### config.mk
export PLATFORM = sky130hd
export DESIGN_NAME = preemptive_priority_scheduler
export DESIGN_NICKNAME = d
export VERILOG_FILES = /design/src/rtl/pps_pkg.sv /design/src/rtl/preemptive_priority_scheduler.sv /design/src/rtl/pps_ctrl.sv /design/src/rtl/pps_dp.sv
export SDC_FILE = /design/constraint.sdc
export NUM_CORES = 2
export LEC_CHECK = 0
export ABC_AREA = 1
export BUFFER_PORTS_ARGS = -buffer_cell sky130_fd_sc_hd__buf_2
export CORE_UTILIZATION = 47
export CTS_CLUSTER_DIAMETER = 50
export DETAILED_ROUTE_END_ITERATION = 12
export PLACE_DENSITY_LB_ADDON = 0.3
export REMOVE_ABC_BUFFERS = 1
export SLEW_MARGIN = 5
export SYNTH_ARGS = -nofsm -noshare
export SYNTH_HDL_FRONTEND = slang
export SYNTH_SLANG_ARGS = --single-unit
### constraint.sdc
create_clock -name clk_i -period 10 [get_ports clk_i]
set_input_delay 1 -clock clk_i [delete_from_list [all_inputs] [get_ports clk_i]]
set_output_delay 1 -clock clk_i [all_outputs]
set_load 0.02 [all_outputs]
### src/rtl/pps_pkg.sv
// Shared types and constants for the preemptive priority scheduler.
package pps_pkg;

  localparam int unsigned TIME_W  = 20;
  localparam int unsigned SUM_W   = 24;
  localparam int unsigned CNT_W   = 5;

  localparam logic [TIME_W-1:0] TIME_MAX = 20'hFFFFF;
  localparam logic [SUM_W-1:0]  SUM_MAX  = 24'hFFFFFF;

  // Item mode codes
  localparam logic MODE_LOAD = 1'b0;
  localparam logic MODE_TICK = 1'b1;

  typedef struct packed {
    logic        mode;
    logic [3:0]  slot;
    logic [7:0]  process_id;
    logic [15:0] arrival;
    logic [11:0] burst;
    logic [7:0]  priority_req;
  } pps_in_t;

  typedef struct packed {
    logic [19:0] tick_time;
    logic        idle;
    logic [7:0]  running_id;
    logic        finished;
    logic [19:0] finish_time;
    logic [19:0] turnaround;
    logic [19:0] waiting;
    logic        all_done;
    logic [23:0] total_turnaround;
    logic [23:0] total_waiting;
  } pps_out_t;

  // One process table entry
  typedef struct packed {
    logic [7:0]  id;
    logic [15:0] arrival;
    logic [11:0] burst;
    logic [7:0]  prio;
    logic [11:0] remaining;
  } pps_entry_t;

  typedef enum logic [2:0] {
    ST_IDLE,
    ST_SCAN,
    ST_DRAIN,
    ST_CALC,
    ST_EMIT
  } pps_state_e;

  // Controller to datapath commands
  typedef struct packed {
    logic load;
    logic tick_start;
    logic rd_issue;
    logic calc;
    logic emit;
  } pps_cmd_t;

  // Datapath to controller status
  typedef struct packed {
    logic n_zero;
    logic scan_last;
  } pps_sts_t;

endpackage

### src/rtl/preemptive_priority_scheduler.sv
// Top level of the preemptive priority scheduler: controller plus datapath.
//
// Usage: an item on item_i is taken at a clock edge where start is high and
// busy is low. A load item (mode 0) writes one table slot in that cycle and
// gives no result; busy stays low, so loads may follow back to back.
// A tick item (mode 1) scans the table one slot per cycle through the table
// memory's single read port, then passes through a drain state, a calc state
// that applies the winner and an emit state that builds the result; scan and
// drain are skipped when no slot is in use. busy stays high until the emit
// state is left, and result_o appears with result_valid_o for exactly one
// cycle, registered from the emit state. The next item may be taken in that
// same result cycle.
// The receiver cannot stall: a result is valid only in its single cycle.
// process_count is written on the cfg channel (cfg_valid_i and cfg_ready_o);
// cfg_ready_o is high whenever busy is low.
// Reset clears time, totals and done flags and sets process_count to 1.
// Table slot contents are undefined until loaded.
module preemptive_priority_scheduler #(
  parameter int unsigned PROCS = 16
) (
  input  logic                      clk_i,
  input  logic                      rst_ni,
  input  logic                      start,
  output logic                      busy,
  input  pps_pkg::pps_in_t          item_i,
  output logic                      result_valid_o,
  output pps_pkg::pps_out_t         result_o,
  input  logic                      cfg_valid_i,
  output logic                      cfg_ready_o,
  input  logic [pps_pkg::CNT_W-1:0] cfg_data_i
);
  import pps_pkg::*;

  pps_cmd_t cmd;
  pps_sts_t sts;

  assign cfg_ready_o = ~busy;

  pps_ctrl u_ctrl (
    .clk_i  (clk_i),
    .rst_ni (rst_ni),
    .start  (start),
    .mode_i (item_i.mode),
    .sts_i  (sts),
    .cmd_o  (cmd),
    .busy   (busy)
  );

  pps_dp #(
    .PROCS (PROCS)
  ) u_dp (
    .clk_i          (clk_i),
    .rst_ni         (rst_ni),
    .cmd_i          (cmd),
    .item_i         (item_i),
    .cfg_we_i       (cfg_valid_i && cfg_ready_o),
    .cfg_data_i     (cfg_data_i),
    .sts_o          (sts),
    .result_valid_o (result_valid_o),
    .result_o       (result_o)
  );

  // A result beat only shows while the block is free again
  a_result_not_busy: assert property (@(posedge clk_i) disable iff (!rst_ni)
    result_valid_o |-> !busy)
    else $error("result strobe while busy");

  // Each tick gives a single one-cycle beat
  a_result_single: assert property (@(posedge clk_i) disable iff (!rst_ni)
    result_valid_o |=> !result_valid_o)
    else $error("result strobe held for two cycles");

  // An accepted tick occupies the block
  a_tick_busy: assert property (@(posedge clk_i) disable iff (!rst_ni)
    (start && !busy && item_i.mode == MODE_TICK) |=> busy)
    else $error("tick accepted without going busy");

  // A load completes in its accept cycle
  a_load_free: assert property (@(posedge clk_i) disable iff (!rst_ni)
    (start && !busy && item_i.mode == MODE_LOAD) |=> (!busy && !result_valid_o))
    else $error("load made the block busy or gave a result");

endmodule

### src/rtl/pps_ctrl.sv
// Sequencing state machine for load and tick items.
module pps_ctrl (
  input  logic              clk_i,
  input  logic              rst_ni,
  input  logic              start,
  input  logic              mode_i,
  input  pps_pkg::pps_sts_t sts_i,
  output pps_pkg::pps_cmd_t cmd_o,
  output logic              busy
);
  import pps_pkg::*;

  pps_state_e state_q, state_d;

  // Next state
  always_comb begin
    state_d = state_q;
    unique case (state_q)
      ST_IDLE: begin
        if (start && mode_i == MODE_TICK) begin
          state_d = sts_i.n_zero ? ST_CALC : ST_SCAN;
        end
      end
      ST_SCAN: begin
        if (sts_i.scan_last) begin
          state_d = ST_DRAIN;
        end
      end
      ST_DRAIN: state_d = ST_CALC;
      ST_CALC:  state_d = ST_EMIT;
      ST_EMIT:  state_d = ST_IDLE;
      default:  state_d = ST_IDLE;
    endcase
  end

  always_ff @(posedge clk_i or negedge rst_ni) begin
    if (!rst_ni) begin
      state_q <= ST_IDLE;
    end else begin
      state_q <= state_d;
    end
  end

  // Commands
  always_comb begin
    cmd_o = '0;
    busy  = 1'b1;
    unique case (state_q)
      ST_IDLE: begin
        busy             = 1'b0;
        cmd_o.load       = start && (mode_i == MODE_LOAD);
        cmd_o.tick_start = start && (mode_i == MODE_TICK);
      end
      ST_SCAN:  cmd_o.rd_issue = 1'b1;
      ST_DRAIN: cmd_o = '0;
      ST_CALC:  cmd_o.calc = 1'b1;
      ST_EMIT:  cmd_o.emit = 1'b1;
      default:  cmd_o = '0;
    endcase
  end

endmodule

### src/rtl/pps_dp.sv
// Process table, scan compare, completion arithmetic and result register.
module pps_dp #(
  parameter int unsigned PROCS = 16
) (
  input  logic                     clk_i,
  input  logic                     rst_ni,
  input  pps_pkg::pps_cmd_t        cmd_i,
  input  pps_pkg::pps_in_t         item_i,
  input  logic                     cfg_we_i,
  input  logic [pps_pkg::CNT_W-1:0] cfg_data_i,
  output pps_pkg::pps_sts_t        sts_o,
  output logic                     result_valid_o,
  output pps_pkg::pps_out_t        result_o
);
  import pps_pkg::*;

  localparam int unsigned IW = (PROCS > 1) ? $clog2(PROCS) : 1;
  localparam int unsigned CW = $clog2(PROCS + 1);
  localparam int unsigned NW = (CW > CNT_W) ? CW : CNT_W;

  // Process count register and clamped slots in use
  logic [CNT_W-1:0] count_q;
  logic [NW-1:0]    n_w;

  always_ff @(posedge clk_i or negedge rst_ni) begin
    if (!rst_ni) begin
      count_q <= CNT_W'(1);
    end else if (cfg_we_i) begin
      count_q <= cfg_data_i;
    end
  end

  assign n_w = (NW'(count_q) > NW'(PROCS)) ? NW'(PROCS) : NW'(count_q);

  // Table memory and done flags
  pps_entry_t       mem_q [PROCS];
  pps_entry_t       rd_q;
  pps_entry_t       wr_data;
  logic [IW-1:0]    wr_addr;
  logic             wr_en;
  logic [PROCS-1:0] done_q;
  logic             load_ok;

  logic [IW-1:0]    idx_q;
  logic [IW-1:0]    rd_idx_q;
  logic             rd_pend_q;

  pps_entry_t       best_q;
  logic [IW-1:0]    best_idx_q;
  logic             found_q;

  logic             fin_w;
  logic [11:0]      rem_dec;

  assign load_ok = cmd_i.load && ({4'b0, item_i.slot} < 8'(PROCS));
  assign fin_w   = found_q && (best_q.remaining <= 12'd1);
  assign rem_dec = fin_w ? 12'd0 : best_q.remaining - 12'd1;

  // Select the write port between a load and the tick writeback
  always_comb begin
    if (cmd_i.load) begin
      wr_en           = load_ok;
      wr_addr         = IW'(item_i.slot);
      wr_data.id      = item_i.process_id;
      wr_data.arrival = item_i.arrival;
      wr_data.burst   = item_i.burst;
      wr_data.prio    = item_i.priority_req;
      wr_data.remaining = item_i.burst;
    end else begin
      wr_en             = cmd_i.calc && found_q;
      wr_addr           = best_idx_q;
      wr_data           = best_q;
      wr_data.remaining = rem_dec;
    end
  end

  always_ff @(posedge clk_i) begin
    if (wr_en) begin
      mem_q[wr_addr] <= wr_data;
    end
    if (cmd_i.rd_issue) begin
      rd_q <= mem_q[idx_q];
    end
  end

  always_ff @(posedge clk_i or negedge rst_ni) begin
    if (!rst_ni) begin
      done_q <= '0;
    end else if (load_ok) begin
      done_q[IW'(item_i.slot)] <= 1'b0;
    end else if (cmd_i.calc && fin_w) begin
      done_q[best_idx_q] <= 1'b1;
    end
  end

  // Scan index and read pipeline
  assign sts_o.n_zero    = (n_w == '0);
  assign sts_o.scan_last = (NW'(idx_q) == n_w - NW'(1));

  always_ff @(posedge clk_i or negedge rst_ni) begin
    if (!rst_ni) begin
      idx_q     <= '0;
      rd_pend_q <= 1'b0;
      rd_idx_q  <= '0;
    end else begin
      rd_pend_q <= cmd_i.rd_issue;
      if (cmd_i.tick_start) begin
        idx_q <= '0;
      end else if (cmd_i.rd_issue) begin
        idx_q    <= idx_q + IW'(1);
        rd_idx_q <= idx_q;
      end
    end
  end

  // Compare the slot read last cycle against the best so far
  logic [TIME_W-1:0] time_q;
  logic              elig;
  logic              better;

  assign elig   = rd_pend_q && !done_q[rd_idx_q] && (TIME_W'(rd_q.arrival) <= time_q);
  assign better = !found_q || (rd_q.prio > best_q.prio)
               || ((rd_q.prio == best_q.prio) && (rd_q.arrival < best_q.arrival));

  always_ff @(posedge clk_i or negedge rst_ni) begin
    if (!rst_ni) begin
      found_q <= 1'b0;
    end else if (cmd_i.tick_start) begin
      found_q <= 1'b0;
    end else if (elig && better) begin
      found_q <= 1'b1;
    end
  end

  always_ff @(posedge clk_i) begin
    if (elig && better) begin
      best_q     <= rd_q;
      best_idx_q <= rd_idx_q;
    end
  end

  // Completion: finish time, turnaround, time advance
  logic [TIME_W-1:0] next_time;
  logic [TIME_W-1:0] tat_w;
  logic [TIME_W-1:0] tick_time_q;
  logic [TIME_W-1:0] fin_time_q;
  logic [TIME_W-1:0] tat_q;
  logic              fin_q;
  logic              idle_q;

  assign next_time = (time_q == TIME_MAX) ? TIME_MAX : time_q + TIME_W'(1);
  assign tat_w     = next_time - TIME_W'(best_q.arrival);

  always_ff @(posedge clk_i or negedge rst_ni) begin
    if (!rst_ni) begin
      time_q <= '0;
      fin_q  <= 1'b0;
      idle_q <= 1'b1;
    end else if (cmd_i.calc) begin
      time_q <= next_time;
      fin_q  <= fin_w;
      idle_q <= !found_q;
    end
  end

  always_ff @(posedge clk_i) begin
    if (cmd_i.calc) begin
      tick_time_q <= time_q;
      fin_time_q  <= next_time;
      tat_q       <= tat_w;
    end
  end

  // Waiting time, saturating totals and all-done check
  logic [SUM_W-1:0]  sum_tat_q;
  logic [SUM_W-1:0]  sum_wt_q;
  logic [TIME_W-1:0] wt_w;
  logic [SUM_W:0]    tat_acc;
  logic [SUM_W:0]    wt_acc;
  logic [SUM_W-1:0]  sum_tat_d;
  logic [SUM_W-1:0]  sum_wt_d;
  logic [PROCS-1:0]  in_use;
  logic              all_done_w;

  assign wt_w = (tat_q >= TIME_W'(best_q.burst)) ? tat_q - TIME_W'(best_q.burst) : '0;
  assign tat_acc   = {1'b0, sum_tat_q} + (SUM_W + 1)'(tat_q);
  assign wt_acc    = {1'b0, sum_wt_q} + (SUM_W + 1)'(wt_w);
  assign sum_tat_d = tat_acc[SUM_W] ? SUM_MAX : tat_acc[SUM_W-1:0];
  assign sum_wt_d  = wt_acc[SUM_W] ? SUM_MAX : wt_acc[SUM_W-1:0];

  always_comb begin
    for (int i = 0; i < PROCS; i++) begin
      in_use[i] = (NW'(i) < n_w);
    end
  end

  assign all_done_w = &(done_q | ~in_use);

  always_ff @(posedge clk_i or negedge rst_ni) begin
    if (!rst_ni) begin
      sum_tat_q <= '0;
      sum_wt_q  <= '0;
    end else if (cmd_i.emit && fin_q) begin
      sum_tat_q <= sum_tat_d;
      sum_wt_q  <= sum_wt_d;
    end
  end

  // Result register, shown for one cycle
  always_ff @(posedge clk_i or negedge rst_ni) begin
    if (!rst_ni) begin
      result_valid_o <= 1'b0;
    end else begin
      result_valid_o <= cmd_i.emit;
    end
  end

  always_ff @(posedge clk_i) begin
    if (cmd_i.emit) begin
      result_o.tick_time        <= tick_time_q;
      result_o.idle             <= idle_q;
      result_o.running_id       <= idle_q ? 8'd0 : best_q.id;
      result_o.finished         <= fin_q;
      result_o.finish_time      <= fin_q ? fin_time_q : '0;
      result_o.turnaround       <= fin_q ? tat_q : '0;
      result_o.waiting          <= fin_q ? wt_w : '0;
      result_o.all_done         <= all_done_w;
      result_o.total_turnaround <= fin_q ? sum_tat_d : sum_tat_q;
      result_o.total_waiting    <= fin_q ? sum_wt_d : sum_wt_q;
    end
  end

endmodule
==> Word-level counts from Yosys, hierarchy flattened <==
Memories as Yosys holds them, arrays and structs flattened. A register that Yosys moved wholly into a read port is not among the register bits.
Index checks and enable logic that the tools add are counted.
{ "op_classes": {"n_addsub": 8, "n_lt_le_gt_ge": 27, "n_eq_ne": 9, "mux": 34, "bitwise": 7, "n_reduce_logical": 25} }
{ "op_table": {"columns": ["cell", "count"], "rows": [
  ["two-way mux 24 bit", 4],
  ["two-way mux 56 bit", 1],
  ["adder 24 x 20 -> 25 bit", 2],
  ["< comparator 4 x 5 -> 1 bit (first input constant)", 8],
  ["two-way mux 20 bit", 2],
  ["two-way mux 16 bit", 2],
  ["inverter 16 bit", 2],
  ["bitwise OR 16 bit", 2],
  ["adder 20 x 1 -> 20 bit (second input constant)", 1],
  ["== test 20 bit (second input constant)", 1],
  ["greater-or-equal comparator 20 x 12 -> 1 bit", 1],
  ["<= comparator 16 x 20 -> 1 bit", 1],
  ["< comparator 3 x 5 -> 1 bit (first input constant)", 4],
  ["subtractor 20 x 12 -> 20 bit", 1],
  ["subtractor 20 x 16 -> 20 bit", 1],
  ["bitwise AND 16 bit", 1],
  ["< comparator 16 bit", 1],
  ["AND reduction 16 bit", 1],
  ["< comparator 4 x 5 -> 1 bit (second input constant)", 3],
  ["logical AND 1 bit", 13],
  ["<= comparator 12 x 1 -> 1 bit (second input constant)", 1],
  ["two-way mux 1 bit", 12],
  ["two-way mux 12 bit", 1],
  ["two-way mux 4 bit", 3],
  ["28 further kinds", 41]
]} }
{ "totals": {"ff_bits": 364, "ramBits": 896, "in_bits": 58, "word_cells": 143, "n_memories": 1} }
{ "mem_list": {"columns": ["name", "words", "width", "read_ports", "rd_clocked_by_memory_dff", "write_ports", "line_no", "source"], "rows": [
  ["u_dp.mem_q", 16, 56, 1, 1, 1, "pps_dp.sv:36", "pps_entry_t mem_q [PROCS];"]
]} }

==> Logic depth before layout (Yosys ltp) <==
{ "depth": {"ltp_word": 8, "depth_mapped": 27, "depth_no_buf": 26} }

==> Cells and area by module <==
A second synthesis with hierarchy kept.
{ "hier_totals": {"cells_unflattened": 5095, "hier_area_um2": 57496.4} }
{ "by_module_without_submodules": {"columns": ["mod", "n_inst", "cells_per_inst", "area_per_inst_um2", "seq_area_each_um2"], "rows": [
  ["pps_dp", 1, 5065, 57284.9, 38919.8],
  ["pps_ctrl", 1, 27, 197.7, 75.1],
  ["preemptive_priority_scheduler", 1, 3, 13.8, 0.0]
]} }

==> Least setup slack after synthesis <==
No wires, ideal clock.
{ "synth_path": {"path_type": "register -> register", "from": "register u_ctrl.state_q[1]", "to": "register u_dp.sum_tat_q[14]", "setup_ps": 117, "arrival_time_ps": 7123, "required_ps": 9883, "path_slack_ps": 2759, "stages_incl_launch_ff": 7, "n_path_buf": 2, "synth_period_minus_slack_ps": 7241, "cell_sequence": "dfrtp_1 > nor3_2 > nand2_1 > buf_2 > clkbuf_1 > nand2_1 > nand2_1"} }
{ "synth_rtl": {"columns": ["element", "line_no", "source"], "rows": [
  ["start: declaration", "pps_ctrl.sv:13", "pps_state_e state_q, state_d;"],
  ["start signal: assignment", "pps_ctrl.sv:40", "state_q <= state_d;"],
  ["end signal: assignment", "pps_dp.sv:204", "sum_tat_q <= sum_tat_d;"],
  ["end: declaration", "pps_dp.sv:175", "logic [SUM_W-1:0] sum_tat_q;"]
]} }

==> Worst setup path after layout <==
{ "layout_path": {"from": "register u_dp.tat_q[5]", "to": "register, netlist name u_dp.result_o[1]"} }
{ "layout_via": {"elab_chain_len": 5, "word_cells_on_any_way": 6, "cone_classes": "add/sub: 2; order compare: 1; mux: 3"} }
{ "layout_lines": {"columns": ["element", "line_no", "source"], "rows": [
  ["start: declaration", "pps_dp.sv:147", "logic [TIME_W-1:0] tat_q;"],
  ["start signal: assignment", "pps_dp.sv:170", "tat_q <= tat_w;"],
  ["greater-or-equal comparator 20 x 12 -> 1 bit", "pps_dp.sv:185", "assign wt_w = (tat_q >= TIME_W'(best_q.burst)) ? tat_q - TIME_W'(best_q.burst) : '0;"],
  ["two-way mux 20 bit", "pps_dp.sv:185", null],
  ["named net u_dp.wt_w[1]", "pps_dp.sv:177", "logic [TIME_W-1:0] wt_w;"],
  ["adder 24 x 20 -> 25 bit", "pps_dp.sv:187", "assign wt_acc = {1'b0, sum_wt_q} + (SUM_W + 1)'(wt_w);"],
  ["two-way mux 24 bit", "pps_dp.sv:189", "assign sum_wt_d = wt_acc[SUM_W] ? SUM_MAX : wt_acc[SUM_W-1:0];"],
  ["two-way mux 24 bit", "pps_dp.sv:229", "result_o.total_waiting <= fin_q ? sum_wt_d : sum_wt_q;"]
]} }
The timed path passes the listed nets, and every way through them passes these cells.
A chain may end at the register's enable or synchronous reset.

==> results by group <==
Global route
  • Met2 track utilization from global routing: 0.3804
  • Antenna violations before repair: 5
  • Vias in the first global route: 36350
  • GR Util met1: 0.3287
  • Global-route met3 utilization: 0.04413
  • Busiest layer in global routing: met2
  • First-pass GRT wire length: approximately 220 mm
  • Overall global routing resource usage: 0.2363
  • Largest net degree at the start of global routing: 200
  • GRT Residual Overflow: 0

Power
  • Total chip power: 17.16 mW
  • Peak supply drop: about 0.36 mV
  • PwrDens: 262.8 nW/um^2
  • Lkg Pwr: approximately 25 nW

Floorplanning
  • Die span in x: roughly 350 um
  • Row cnt: ~130
  • Top-level I/O count: 200
  • Die Height: around 350 um
  • Starting Density: 0.4750
  • Die area: ~120000 um^2
  • Core Box Area: between 100000 and 150000 um^2

Finish
  • Area delta synth->final: 12.70%
  • Area of the multi-input gates: roughly 16000 um^2
  • Reg area: 39010 um^2
  • Final core utilization: 0.5353
  • Antenna cells: 0
  • Filler cell count in the final layout: roughly 10000
  • Layout cells sized above 1: 0.1209
  • Final instance area: about 65000 um^2
  • Final-stage net count: about 5300

Placement
  • GP Congestion: around 0.94
  • Post-DP Area: just over 60000 um^2
  • Port bufs: a little under 200
  • DP Wirelength: ~91 mm

Critical path
  • Most used cell, CP: nand2_1
  • Setup crit end kind: register
  • CP arrival: a little under 5 ns
  • CP top delay family: simple AND/OR/NAND/NOR gates
  • Critical Path RT: 10.52 ns
  • Critical Path Fanout Max: 15
  • CP Cell Sequence: ha_1 > a21oi_1 > nor2_1 > nor2_1 > nand2_1 > nand2_2 > nand4_4 > inv_4 > or2_1 > inv_1 > fa_1 > nand3_1 > nand3_1 > nand2_1 > nand2_2 > nand2_2 > nand3_4 > inv_2 > nand2_1 > nand2_1 > o21ai_0
  • Setup CP Type: reg2reg
  • Max stage delay on crit path: 0.48 ns
  • Slowest cell on the critical path: fa_1
  • Worst path bufs/invs: 3
  • Crit start category: register

Yosys
  • Ys async rst share: 0.07979
  • Synth Register Bits: approximately 1300
  • Register area share after synthesis: 0.6728
  • Warnings, synthesis: 0
  • EDFF count, synth: between 1000 and 1500
  • Synth cell types: roughly 60
  • Top FF cell, synth: edfxtp_1
  • Cells after Synth: between 4000 and 5000
  • Avg Cell Area, Syn: roughly 12 um^2
  • Synthesized cell area: between 50000 and 60000 um^2

Clocking
  • CTS Buf Count: 150
  • Post-CTS Setup Bufs: 0
  • Clk root buf: clkbuf_16
  • CTS tree: done
  • Clock buffer depth: 3
  • Clk_lat worst skew: roughly 0.8 ns
  • Cts hold-fix bufs: 0
  • Resize count post-CTS: 0
  • Clock transition at path regs: about 0.060 ns
  • H-tree level count: 4
  • Clock sinks: 1316

Worst hold path
  • Hold Crit Class: in2async

STA
  • RSZ-0062 raised after global routing: no
  • Endpoints failing hold: 0
  • Tmin final: between 4 and 5 ns
  • Final setup fails: 0
  • Final Hold Slack: ~0.31 ns
  • Slew Viols, Final: 0
  • Final period utilization: 0.4297
  • Worst Tran Pin Value: about 1.3 ns
  • Fmax: ~230 MHz
  • Clk_skew: around 0.032 ns
  • Rel. slew slack: 0.1514

Detailed routing
  • # DRC: 0
  • Antenna Violating Nets Remaining: 0
  • Drt wl/cell: between 20 and 25 um
  • Drt pass-1 iters: 6
  • Wirelength, routed: about 150 mm
  • Via density: around 5.6
  • Detailed Route Iter0 Violations: 3799
  • DR vias: 38120

Job
  • Max cap viols: 0

Status
  • Status: finished clean
[stage by stage]
stage | setup WS (ns) | std cells | TNS (ns)
finish | 5.703 | 6811 | 0
global route | 5.408 | 6811 | 0
CTS | 5.779 | 6811 | 0
detailed placement | 5.630 | 6547 | 0
global placement | 5.655 | 6547 | 0
floorplan | -4.726 | 4650 | -293.90
[Yosys cell counts, types with 4 or more instances]
library cell / n / area (um^2)
fa_1: 4 / 80.08
inv_2: 13 / 48.80
o21ai_2: 7 / 61.31
o221ai_1: 145 / 1270
o22ai_2: 9 / 112.6
buf_2: 59 / 295.3
o22ai_1: 34 / 212.7
o21bai_1: 10 / 75.07
or2_2: 5 / 31.28
nand3_1: 151 / 755.7
nor2_2: 10 / 62.56
mux2i_1: 146 / 1461
xor2_1: 39 / 341.6
clkbuf_1: 120 / 450.4
xnor2_1: 14 / 122.6
nor3_1: 60 / 300.3
buf_4: 22 / 165.2
nor2_1: 581 / 2181
nand2_1: 840 / 3153
nor4_1: 4 / 25.02
nor2_4: 6 / 67.56
o32ai_1: 61 / 534.3
edfxtp_1: 1211 / 36360
buf_6: 20 / 225.2
nand3_2: 32 / 320.3
a21o_1: 7 / 52.55
buf_1: 4 / 15.01
dfrtp_1: 103 / 2577
ha_1: 114 / 1426
a21oi_1: 96 / 480.5
nand2_2: 20 / 125.1
o21ai_1: 15 / 75.07
nand4_1: 31 / 193.9
o211ai_1: 65 / 488.0
a31oi_1: 4 / 25.02
inv_1: 391 / 1468
o21ai_0: 386 / 1932
[routing by layer]
| metal | part of all wire | vias up | wire length (um) |
|---|---|---|---|
| li1 | - | 17860 | - |
| met1 | 0.43 | 18600 | 63580 |
| met2 | 0.47 | 1452 | 70500 |
| met3 | 0.076 | 209 | 11320 |
| met4 | 0.022 | 2 | 3277 |
| met5 | 0.000087 | - | 13 |
[final cells by class]
type	instances	area share
clock buffer	190	0.06169
clock inverter	74	0.01061
inverter	407	0.02356
multi-input combinational	2927	0.2516
sequential	1316	0.5972
tap	1625	0.03112
timing repair buffer	272	0.02425
[registers in the layout (all words and copies together), names as in the netlist, 3 cells and up]
register / cells
u_ctrl.state_q: 3
u_dp.best_idx_q: 4
u_dp.best_q: 56
u_dp.count_q: 5
u_dp.done_q: 16
u_dp.fin_time_q: 20
u_dp.idx_q: 4
u_dp.mem_q: 896
u_dp.rd_idx_q: 4
u_dp.rd_q: 56
u_dp.result_o: 139
u_dp.sum_tat_q: 24
u_dp.sum_wt_q: 24
u_dp.tat_q: 20
u_dp.tick_time_q: 20
u_dp.time_q: 20
[cells by family (layout without fill, tap and decap cells)]
logic type,Yosys count,after routing,synth area share
and+or+nand+nor,1759,1759,0.1280
DFF,1316,1316,0.6728
AOI/OAI and AO/OA,851,851,0.09371
buffers and inverters,632,943,0.04630
muxes,146,146,0.02521
adders and majority gates,118,118,0.02599
xor gates and xnor gates,53,53,0.008009
[placed cells by master (no fill, tap or decap), types with 31 or more instances in the layout]
master     count
a21oi_1       95
nor2_1       565
buf_2        198
o32ai_1       61
nand2_1      840
nand3_2       31
o21ai_0      370
dfrtp_1       98
inv_1        390
buf_4         71
edfxtp_1    1211
clkbuf_16    155
ha_1         114
o21ai_1       31
o22ai_1       34
o211ai_1      65
nand4_1       31
mux2i_1      146
xor2_1        39
o221ai_1     145
clkbuf_1      33
nor3_1        59
nand3_1      151
[final timing paths]
kind | slack [ns] | depth (start not counted) | endpoint | startpoint
max in group asynchronous | 8.33 | 2 | u_dp.idx_q[0] | rst_ni
min in group clk_i | 0.42 | 0 | u_dp.result_o[130] | u_dp.tick_time_q[11]
min | 0.31 | 1 | u_dp.result_valid_o | rst_ni
max reg2reg | 5.70 | 21 | u_dp.result_o[1] | u_dp.tat_q[5]
max | 5.70 | 21 | u_dp.result_o[1] | u_dp.tat_q[5]
min reg2reg | 0.42 | 0 | u_dp.result_o[130] | u_dp.tick_time_q[11]
[where the power goes]
group / switching (mW) / internal [mW]
registers: 0.372 / 6.88
clock network: 2.21 / 3.06
logic: 3.28 / 1.36
No activity file was read; power rests on OpenSTA's default activity.
